## src/rtl/hfts_pkg.sv

```systemverilog
`timescale 1ns / 1ps
`default_nettype none

package hfts_pkg;

    localparam int MAX_SIDE_DEF      = 256;
    localparam int FRACTION_BITS_DEF = 16;

    localparam int COORD_W   = 24;
    localparam int POS_W     = 24;
    localparam int INDEX_W   = 16;
    localparam int SAMPLE_W  = 8;
    localparam int COUNT_W   = 9;
    localparam int CFG_W     = 16;
    localparam int CFG_IDX_W = 3;
    localparam int HEIGHT_W  = 24;

    localparam int STORE_DEPTH = 1 << INDEX_W;

    localparam logic [CFG_IDX_W-1:0] CFG_ROW_COUNT      = 3'd0;
    localparam logic [CFG_IDX_W-1:0] CFG_COLUMN_COUNT   = 3'd1;
    localparam logic [CFG_IDX_W-1:0] CFG_COLUMN_SPACING = 3'd2;
    localparam logic [CFG_IDX_W-1:0] CFG_ROW_SPACING    = 3'd3;
    localparam logic [CFG_IDX_W-1:0] CFG_HEIGHT_SCALE   = 3'd4;
    localparam logic [CFG_IDX_W-1:0] CFG_GRID_WIDTH     = 3'd5;
    localparam logic [CFG_IDX_W-1:0] CFG_GRID_DEPTH     = 3'd6;

    localparam logic MODE_LOAD  = 1'b0;
    localparam logic MODE_QUERY = 1'b1;

    // cell corners: A top-left, B right of A, C below A, D diagonal
    localparam logic [1:0] CORNER_A = 2'd0;
    localparam logic [1:0] CORNER_B = 2'd1;
    localparam logic [1:0] CORNER_C = 2'd2;
    localparam logic [1:0] CORNER_D = 2'd3;

    typedef struct packed {
        logic       store_wr;
        logic       ld_query;
        logic       div_start;
        logic       div_step;
        logic       range_chk;
        logic       fetch_rd;
        logic [1:0] rd_sel;
        logic       fetch_cap;
        logic [1:0] cap_sel;
        logic       mul1;
        logic       mul2;
        logic       sum;
        logic       scale;
        logic       emit;
        logic       emit_zero;
    } hfts_cmd_t;

    typedef struct packed {
        logic pos_neg;
        logic in_rng;
    } hfts_sts_t;

endpackage

`default_nettype wire

```

## src/rtl/hfts_ctrl.sv

```systemverilog
`timescale 1ns / 1ps
`default_nettype none

module hfts_ctrl #(
    parameter int DVD_W = 40
) (
    input  wire logic                  clk,
    input  wire logic                  rst_n,
    input  wire logic                  req_valid,
    input  wire logic                  req_mode,
    output logic                       req_ready,
    input  wire logic                  rsp_ready,
    output logic                       rsp_valid,
    input  wire hfts_pkg::hfts_sts_t   sts,
    output hfts_pkg::hfts_cmd_t        cmd
);
    import hfts_pkg::*;

    localparam int CNT_W = $clog2(DVD_W);

    localparam logic [3:0] ST_IDLE  = 4'd0;
    localparam logic [3:0] ST_START = 4'd1;
    localparam logic [3:0] ST_DIV   = 4'd2;
    localparam logic [3:0] ST_CHECK = 4'd3;
    localparam logic [3:0] ST_FETCH = 4'd4;
    localparam logic [3:0] ST_MUL1  = 4'd5;
    localparam logic [3:0] ST_MUL2  = 4'd6;
    localparam logic [3:0] ST_SUM   = 4'd7;
    localparam logic [3:0] ST_SCALE = 4'd8;
    localparam logic [3:0] ST_DONE  = 4'd9;

    localparam logic [2:0] FETCH_FIRST = 3'd0;
    localparam logic [2:0] FETCH_LAST  = 3'd4;

    logic [3:0]       state_reg, state_next;
    logic [CNT_W-1:0] cnt_reg, cnt_next;
    logic [2:0]       fetch_reg, fetch_next;
    logic [2:0]       fetch_prev;
    logic             zero_reg, zero_next;
    logic             out_valid_reg, out_valid_next;

    assign fetch_prev = fetch_reg - 3'd1;

    always_comb
    begin
        cmd            = '0;
        state_next     = state_reg;
        cnt_next       = cnt_reg;
        fetch_next     = fetch_reg;
        zero_next      = zero_reg;
        req_ready      = 1'b0;
        out_valid_next = out_valid_reg && !rsp_ready;

        case (state_reg)
            ST_IDLE:
            begin
                req_ready = 1'b1;
                if (req_valid)
                begin
                    if (req_mode == MODE_QUERY)
                    begin
                        cmd.ld_query = 1'b1;
                        zero_next    = 1'b0;
                        state_next   = ST_START;
                    end
                    else
                    begin
                        cmd.store_wr = 1'b1;
                    end
                end
            end
            ST_START:
            begin
                if (sts.pos_neg)
                begin
                    zero_next  = 1'b1;
                    state_next = ST_DONE;
                end
                else
                begin
                    cmd.div_start = 1'b1;
                    cnt_next      = '0;
                    state_next    = ST_DIV;
                end
            end
            ST_DIV:
            begin
                cmd.div_step = 1'b1;
                if (cnt_reg == CNT_W'(DVD_W - 1))
                    state_next = ST_CHECK;
                else
                    cnt_next = cnt_reg + 1'b1;
            end
            ST_CHECK:
            begin
                cmd.range_chk = 1'b1;
                fetch_next    = FETCH_FIRST;
                state_next    = ST_FETCH;
            end
            ST_FETCH:
            begin
                if (!sts.in_rng)
                begin
                    zero_next  = 1'b1;
                    state_next = ST_DONE;
                end
                else
                begin
                    // read of corner k overlaps capture of corner k-1
                    if (fetch_reg != FETCH_LAST)
                    begin
                        cmd.fetch_rd = 1'b1;
                        cmd.rd_sel   = fetch_reg[1:0];
                    end
                    if (fetch_reg != FETCH_FIRST)
                    begin
                        cmd.fetch_cap = 1'b1;
                        cmd.cap_sel   = fetch_prev[1:0];
                    end
                    if (fetch_reg == FETCH_LAST)
                        state_next = ST_MUL1;
                    else
                        fetch_next = fetch_reg + 3'd1;
                end
            end
            ST_MUL1:
            begin
                cmd.mul1   = 1'b1;
                state_next = ST_MUL2;
            end
            ST_MUL2:
            begin
                cmd.mul2   = 1'b1;
                state_next = ST_SUM;
            end
            ST_SUM:
            begin
                cmd.sum    = 1'b1;
                state_next = ST_SCALE;
            end
            ST_SCALE:
            begin
                cmd.scale  = 1'b1;
                state_next = ST_DONE;
            end
            ST_DONE:
            begin
                if (!out_valid_reg || rsp_ready)
                begin
                    cmd.emit       = 1'b1;
                    cmd.emit_zero  = zero_reg;
                    out_valid_next = 1'b1;
                    state_next     = ST_IDLE;
                end
            end
            default:
            begin
                state_next = ST_IDLE;
            end
        endcase
    end

    always_ff @(posedge clk or negedge rst_n)
    begin
        if (!rst_n)
        begin
            state_reg     <= ST_IDLE;
            cnt_reg       <= '0;
            fetch_reg     <= FETCH_FIRST;
            zero_reg      <= 1'b0;
            out_valid_reg <= 1'b0;
        end
        else
        begin
            state_reg     <= state_next;
            cnt_reg       <= cnt_next;
            fetch_reg     <= fetch_next;
            zero_reg      <= zero_next;
            out_valid_reg <= out_valid_next;
        end
    end

    assign rsp_valid = out_valid_reg;

endmodule

`default_nettype wire

```

## config.mk

```make
export PLATFORM = sky130hd
export DESIGN_NAME = hfts_ctrl
export DESIGN_NICKNAME = d
export VERILOG_FILES = /design/src/rtl/hfts_pkg.sv /design/src/rtl/hfts_ctrl.sv
export SDC_FILE = /design/constraint.sdc
export NUM_CORES = 1
export LEC_CHECK = 0
export ABC_AREA = 1
export BUFFER_PORTS_ARGS = -buffer_cell sky130_fd_sc_hd__buf_2
export CORE_ASPECT_RATIO = 0.6
export CORE_UTILIZATION = 46
export DETAILED_ROUTE_END_ITERATION = 6
export MAX_ROUTING_LAYER = met4
export PLACE_DENSITY = 0.74
export SYNTH_ARGS = -nofsm -noshare
export SYNTH_HDL_FRONTEND = slang
export SYNTH_SLANG_ARGS = --single-unit
```

## constraint.sdc

```tcl
create_clock -name clk -period 1.3 [get_ports clk]
set_input_delay 0.26 -clock clk [delete_from_list [all_inputs] [get_ports clk]]
set_output_delay 0.26 -clock clk [all_outputs]
set_load 0.01 [all_outputs]
```

==> impl_metrics.json, run 1 <==
{
  "ys_seq_area_share_pct": 36.8,
  "synth_seq_cells": 15,
  "cts_buffers": 3,
  "cts_sinks": 15,
  "io-pin-count": 26,
  "synth_top_area_share_pct": 36.8,
  "endpoint_type": "output port",
  "grt_max_degree": 16,
  "root_buffer": "clkbuf_8",
  "hpwl_um": 2380,
  "stop_error": "[ERROR DPL-0038] Utilization greater than 100%, impossible to legalize",
  "routabilityCongestion": 0.938,
  "synth_top_cell_by_area": "dfrtp_1",
  "start_util_pct": 51.9,
  "netlist_top_cells_count": "nand2_1, nor2_1, inv_1, nand3_1, dfrtp_1",
  "yosysMostFrequentCell": "nand2_1",
  "clockBufferDepth": 2,
  "syn_area_sq_um": 1020,
  "async_flop_share_pct": 100,
  "die_y_um": 38.5,
  "haltStage": "global routing",
  "synthDistinctLibCells": 22,
  "yosys_warnings": 0,
  "synth_edf_count": 0,
  "synth.area.top_cells": "dfrtp_1, nand2_1, nand3_1",
  "rows": 12,
  "die_width_um": 62.8,
  "crit_endpoint": "cmd[9]",
  "outcome": "aborted with a tool error",
  "htreeDepth": 1,
  "synth_nets": 162,
  "ys.flop_type": "dfrtp_1",
  "syn_inst": 152,
  "port_buffers": 25,
  "syn_avg_cell_area_sq_um": 6.72
}
timing repair:
| action | in CTS |
|---|---|
| endpoints found under the hold margin | 15 |
| setup endpoints to repair | 29 |
| buffers inserted | 16 |
| resized for setup | 64 |
| pin swaps | 14 |
| hold buffers | 1 |
metrics by stage:
step / setup slack, ns / instance area (sq um) / setup TNS (ns) / instances / hold slack, ns
3_3_place_gp: -0.114 / 1410 / -0.895 / 229 / 0.182
2_1_floorplan: -0.0457 / 1070 / -0.117 / 152 / -0.0356
3_5_place_dp: -0.150 / 1410 / -1.61 / 229 / 0.186
4_1_cts: -0.360 / 1820 / -5.62 / 247 / 0.316
kinds of logic after synthesis:
| group | share of synthesized area [%] |
|---|---|
| AO/OA/AOI/OAI | 4.66 |
| adder cells (fa/ha/maj) | 3.68 |
| buffers and inverters | 9.80 |
| flip-flops | 36.8 |
| AND/OR/NAND/NOR | 45.1 |
==> run 2, diff against run 1 <==
CORE_AREA = 2 2 63 65   (was default)
CORE_ASPECT_RATIO = default   (was 0.6)
CORE_UTILIZATION = default   (was 46)
DIE_AREA = 0 0 65 67   (was default)
MAX_ROUTING_LAYER = default   (was met4)
PLACE_DENSITY = default   (was 0.74)
PLACE_DENSITY_LB_ADDON = 0.15   (was default)
clock period = 1.7 ns   (was 1.3 ns; I/O delays follow)
==> run 2 against run 1 <==
The flow now finishes, with violations (negative hold slack, negative setup slack). Area after synthesis did not move. Synthesized cell count is the same.
==> impl_metrics.json, run 2 <==
{
  "start_kind": "flip-flop",
  "yosysMostFrequentCell": "nand2_1",
  "crit_type": "flip-flop to output pin",
  "syn_avg_cell_area_sq_um": 6.72,
  "slowest_stage": "dfrtp_2",
  "dieArea_sq_um": 4360,
  "finalHoldViolCount": 8,
  "largest_register_ffs": 6,
  "htreeDepth": 1,
  "cp_common_cell": "nor2_4",
  "pwr-share-seq_pct": 24.8,
  "hold_ws_ns": -0.0147,
  "tightest_slew_ns": 0.374,
  "setup_viol": 5,
  "slew_headroom_pct": 75.1,
  "io-pin-count": 26,
  "cts_tree": "yes",
  "overflow": 0,
  "antenna_cells": 0,
  "clockBufferDepth": 2,
  "cp.depth": 5,
  "syn_area_sq_um": 1020,
  "rows": 22,
  "intPower_mw": 1.36,
  "power.density_nw_per_um2": 1590,
  "synth_nets": 162,
  "routabilityCongestion": 0.756,
  "critPathCaptureType": "output pin",
  "synth_edf_count": 0,
  "cts_buffers": 3,
  "clk_pin_slew_ns": 0.08,
  "root_buffer": "clkbuf_8",
  "outcome": "finished with violations",
  "cts_hold_buf": 0,
  "synthDistinctLibCells": 22,
  "hpwl_um": 1920,
  "p_sw_share_pct": 46.2,
  "placeableCoreArea_sq_um": 3610,
  "hp-class": "input port to async pin",
  "synth_top_area_share_pct": 36.8,
  "cp.buffers_inverters": 1,
  "ys.flop_type": "dfrtp_1",
  "drt_pre_antenna_iters": 4,
  "dpl_cell_area_sq_um": 1210,
  "worst_slack_ns": -0.0814,
  "grt_pass1_wl_um": 4370,
  "crit_path_max_incr_delay_ns": 0.47,
  "cp_cell_sequence": "nor2_4 > nand3_2 > or2_4 > nor2_4 > buf_6",
  "drt_iter0_drc": 19,
  "vias": 1127,
  "finClkSkew_ns": 0.0134,
  "peakVddDrop_mv": 0.503,
  "wl_um": 2920,
  "track_usage_pct": 13.2,
  "rsz0062_at_grt": "yes",
  "start_util_pct": 28.3,
  "grt_pass1_vias": 977,
  "synth_seq_cells": 15,
  "p_leak_nw": 0.868,
  "maxCapViolations": 0,
  "die_width_um": 65,
  "layout_commonest_cell": "nand2_1",
  "synth_top_cell_by_area": "dfrtp_1",
  "cp_data_required_time_ns": 1.36,
  "grt_max_degree": 16,
  "ys_seq_area_share_pct": 36.8,
  "final-max-slew-violation-count": 0,
  "synth.area.top_cells": "dfrtp_1, nand2_1, nand3_1",
  "crit_fanout": 4,
  "port_buffers": 25,
  "clock_power_share_pct": 12.4,
  "syn_to_final_growth_pct": 54.8,
  "worstPathArrival_ns": 1.44,
  "drive_above_1_share_pct": 46.3,
  "p_switching_mw": 1.16,
  "period_needed_ns": 1.78,
  "clock_latency_ns": 0.26,
  "post-route-period-util_pct": 105,
  "final_area_sq_um": 1580,
  "p_comb_share_pct": 62.8,
  "async_flop_share_pct": 100,
  "clock.fmax_ghz": 0.561,
  "reg2regPathDepth": 9,
  "ant_nets": 0,
  "yosys_warnings": 0,
  "drc": 0,
  "finalNetCount": 216,
  "layout_common_cells": "nand2_1, buf_2, buf_4, nor2_1, nand3_1",
  "syn_inst": 152,
  "critical_path.top_delay_family": "simple AND/OR/NAND/NOR gates",
  "routed_via_density": 4.45,
  "antenna_found_initial": 0,
  "netlist_top_cells_count": "nand2_1, nor2_1, inv_1, nand3_1, dfrtp_1",
  "wl_per_cell_um": 11.5,
  "cts_sinks": 15,
  "die_y_um": 67,
  "violations": "negative hold slack, negative setup slack"
}
run 2: power groups by stage:
stage	Combinational, mW	Clock (mW)	Sequential (mW)
2_1_floorplan	0.726	0	0.588
3_3_place_gp	0.987	0	0.608
3_5_place_dp	0.989	0	0.613
4_1_cts	1.18	0.313	0.614
5_1_grt	1.75	0.337	0.643
6_report	1.58	0.311	0.625
run 2: worst paths after layout:
check,startpoint,end,slack [ns]
setup / recovery,state_reg[3],cmd[6],-0.08
hold / removal,rst_n,cnt_reg[0],-0.01
setup reg to reg,cnt_reg[0],cnt_reg[0],0.20
hold reg to reg,zero_reg,zero_reg,0.51
max in group asynchronous,rst_n,state_reg[0],1.41
min in group clk,rsp_ready,rsp_valid,0.37
run 2: cell type report:
| type | count | area, sq um |
|---|---|---|
| Fill cell | 374 | 2030 |
| Sequential cell | 15 | 379 |
| Timing Repair Buffer | 49 | 335 |
| Multi-Input combinational cell | 111 | 661 |
| Clock buffer | 4 | 45.0 |
| Tap cell | 48 | 60.1 |
| Inverter | 26 | 100 |
run 2: per-layer routing:
metal	vias to the layer above	global-route usage (%)	wire length, um
met5	-	0	0
met4	0	2.39	40
met3	4	4.22	210
met2	38	22.2	1350
met1	509	16.8	1320
li1	576	-	-
run 2: through the flow:
| stage | setup slack [ns] | utilization [%] | TNS, ns | std cells | total power, mW |
|---|---|---|---|---|---|
| 2_1_floorplan | 0.195 | - | 0 | 152 | 1.31 |
| 3_3_place_gp | 0.117 | 33.7 | 0 | 226 | 1.60 |
| 3_5_place_dp | 0.102 | 33.7 | 0 | 226 | 1.60 |
| 4_1_cts | -0.0630 | 37.9 | -0.204 | 239 | 2.11 |
| 5_1_grt | -0.133 | 43.8 | -0.900 | 253 | 2.73 |
| 6_report | -0.0814 | 43.8 | -0.305 | 253 | 2.52 |
run 2: cells by family (layout without fill, tap and decap cells):
kind of cell	Yosys count	after routing	synth area share, %
buffers and inverters	26	79	9.80
flip-flops	15	15	36.8
AND/OR/NAND/NOR	100	100	45.1
adder cells (fa/ha/maj)	3	3	3.68
AO/OA/AOI/OAI	8	8	4.66
run 2: what timing repair did:
action,CTS,global route
setup endpoints to repair,8,16
resized for setup,14,29
buffers inserted,9,14
pin swaps,4,10
No activity file was read; power rests on OpenSTA's default activity.
==> run 3, diff against run 2 <==
ABC_AREA = default   (was 1)
ABC_CLOCK_PERIOD_IN_PS = 1700   (was default)
==> run 3 against run 2 <==
The flow still finishes with violations (negative hold slack, negative setup slack). Clock power decreased by 8.7%. Worst hold slack improved by 0.012 ns. Wire length rose by 0.27%. Die area did not move. First-iteration DRC count grew 32%. Clock skew shrank 0.011 ns. Global-route usage fell by 0.57 points. Area after synthesis fell by 4.8%. Critical path type unchanged. Critical endpoint is now cmd[14]. Largest power group unchanged.
==> impl_metrics.json, run 3 <==
{
  "antenna_cells": 0,
  "routed_via_density": 4.79,
  "crit_type": "flip-flop to output pin",
  "cp_data_required_time_ns": 1.36,
  "hp-class": "input port to async pin",
  "finClkSkew_ns": 0.00253,
  "grtUsageMet1_pct": 16.7,
  "hold_ws_ns": -0.00289,
  "power.density_nw_per_um2": 1480,
  "final-max-slew-violation-count": 0,
  "rsz0062_at_grt": "yes",
  "vias": 1073,
  "busiest_layer": "met2",
  "synthDistinctLibCells": 40,
  "clk_pin_slew_ns": 0.06,
  "syn_avg_cell_area_sq_um": 8.38,
  "port_buffers": 25,
  "drt_iter0_drc": 25,
  "netlist_top_cells_count": "dfrtp_1, nor2_1, inv_1, nand2_1, o21ai_1",
  "io-pin-count": 26,
  "routabilityCongestion": 0.864,
  "synth_top_cell_by_area": "dfrtp_1",
  "clock_latency_ns": 0.24,
  "root_buffer": "clkbuf_8",
  "die_width_um": 65,
  "htreeDepth": 1,
  "overflow": 0,
  "outcome": "finished with violations",
  "synth_nets": 126,
  "finalHoldViolCount": 6,
  "p_switching_mw": 0.998,
  "track_usage_pct": 12.7,
  "p_comb_share_pct": 63.7,
  "grt_pass1_wl_um": 4310,
  "synth_top_area_share_pct": 38.6,
  "yosys_warnings": 0,
  "cts_tree": "yes",
  "critPathCaptureType": "output pin",
  "setup_viol": 19,
  "grt_use_met3_pct": 1.01,
  "clockBufferDepth": 2,
  "cts_sinks": 15,
  "antenna_found_initial": 0,
  "grtUsageMet2_pct": 21.5,
  "final_cells": 224,
  "tightest_slew_ns": 0.459,
  "ys_seq_area_share_pct": 38.6,
  "syn_inst": 116,
  "wl_per_cell_um": 13.1,
  "layout_common_cells": "buf_4, buf_2, nor2_1, dfrtp_1, buf_6",
  "synth_edf_count": 0,
  "synth_seq_cells": 15,
  "dieArea_sq_um": 4360,
  "ant_nets": 0,
  "largest_register_ffs": 6,
  "grt_pass1_vias": 943,
  "violations": "negative hold slack, negative setup slack",
  "wl_um": 2930,
  "slew_headroom_pct": 68.6,
  "p_sw_share_pct": 40.6,
  "async_flop_share_pct": 100,
  "start_kind": "flip-flop",
  "synth.area.top_cells": "dfrtp_1, nor2_1, ha_1",
  "layout_commonest_cell": "buf_4",
  "drc": 0,
  "worst_slack_ns": -0.156,
  "clock_power_share_pct": 11.6,
  "post-route-period-util_pct": 109,
  "total_power_mw": 2.46,
  "peakVddDrop_mv": 0.688,
  "p_leak_nw": 0.818,
  "drive_above_1_share_pct": 53.4,
  "finalNetCount": 187,
  "hpwl_um": 1900,
  "rows": 22,
  "pwr-share-seq_pct": 24.7,
  "maxCapViolations": 0,
  "syn_area_sq_um": 972,
  "dp_cells": 194,
  "ys.flop_type": "dfrtp_1",
  "period_needed_ns": 1.86,
  "intPower_mw": 1.46,
  "cts_buffers": 3,
  "die_y_um": 67,
  "utilization_pct": 46.0,
  "grt_max_degree": 16,
  "placeableCoreArea_sq_um": 3610,
  "drt_pre_antenna_iters": 4,
  "start_util_pct": 27.0,
  "syn_to_final_growth_pct": 70.8,
  "worstPathArrival_ns": 1.52,
  "crit_fanout": 4,
  "clock.fmax_ghz": 0.539
}
[run 3: cell types whose count changed after synthesis, sizes merged, moves of 3 or more]
| cell | delta |
|---|---|
| nand2b | +3 |
| a21oi | +6 |
| nand2 | -39 |
| nor2 | -13 |
| inv | -11 |
| and3 | +3 |
| nand3 | -15 |
[run 3: final timing paths]
check                             start            to  slack (ns)  depth (start not counted)
hold reg to reg                zero_reg      zero_reg        0.49                          2
setup / recovery           state_reg[0]       cmd[14]       -0.16                          5
hold / removal                    rst_n  fetch_reg[0]      -0.003                          1
setup reg to reg           state_reg[0]    cnt_reg[0]       -0.09                          6
min in group clk                 sts[1]  state_reg[1]        0.46                          4
max in group asynchronous         rst_n  state_reg[3]        1.42                          1
[run 3: critical path, cell delays in order (launching register included)]
cell and delay [ns]:
dfrtp_1 0.40, buf_6 0.13, nand2b_4 0.05, or4_4 0.52, inv_4 0.08, buf_6 0.09
[run 3: cell type report]
type | instances | area (sq um)
Fill cell | 367 | 1950
Multi-Input combinational cell | 84 | 664
Timing Repair Buffer | 60 | 459
Sequential cell | 15 | 378
Tap cell | 48 | 60.1
Inverter | 13 | 53.8
Clock buffer | 4 | 45.0
[run 3: metrics by stage]
stage / cell area [sq um] / setup WS [ns] / setup TNS (ns)
3_3_place_gp: 1210 / 0.0794 / 0
3_5_place_dp: 1210 / 0.0393 / 0
6_report: 1660 / -0.156 / -1.40
5_1_grt: 1660 / -0.213 / -2.77
4_1_cts: 1400 / -0.140 / -0.884
2_1_floorplan: 978 / 0.00626 / 0
[run 3: repair_timing]
| action | CTS | global route |
|---|---|---|
| hold buffers | 0 | 0 |
| pin swaps | 7 | 13 |
| gates resized for setup | 15 | 31 |
| setup buffers | 12 | 14 |
| endpoints found under the setup margin | 13 | 22 |
[run 3: logic make-up after synthesis]
kind of cell	Yosys count	share of synthesized area, %
buffers and inverters	17	6.82
flip-flops	15	38.6
AND/OR/NAND/NOR	50	27.3
XOR/XNOR	3	2.70
multiplexers	3	3.22
AO/OA/AOI/OAI	25	17.5
adder cells (fa/ha/maj)	3	3.86
[run 3: metal layers]
metal | wire length [um] | vias to the layer above | share of wire, %
li1 | - | 524 | -
met1 | 1230 | 514 | 42
met2 | 1550 | 33 | 53
met3 | 112 | 2 | 3.8
met4 | 27 | 0 | 0.92
met5 | 0 | - | 0
[run 3: power by group through the flow]
stage / sequential [mW] / clock [mW] / combinational [mW]
global placement: 0.596 / 0 / 0.946
detailed placement: 0.604 / 0 / 0.940
finish: 0.609 / 0.284 / 1.57
global route: 0.628 / 0.319 / 1.72
CTS: 0.602 / 0.294 / 1.13
floorplan: 0.567 / 0 / 0.638
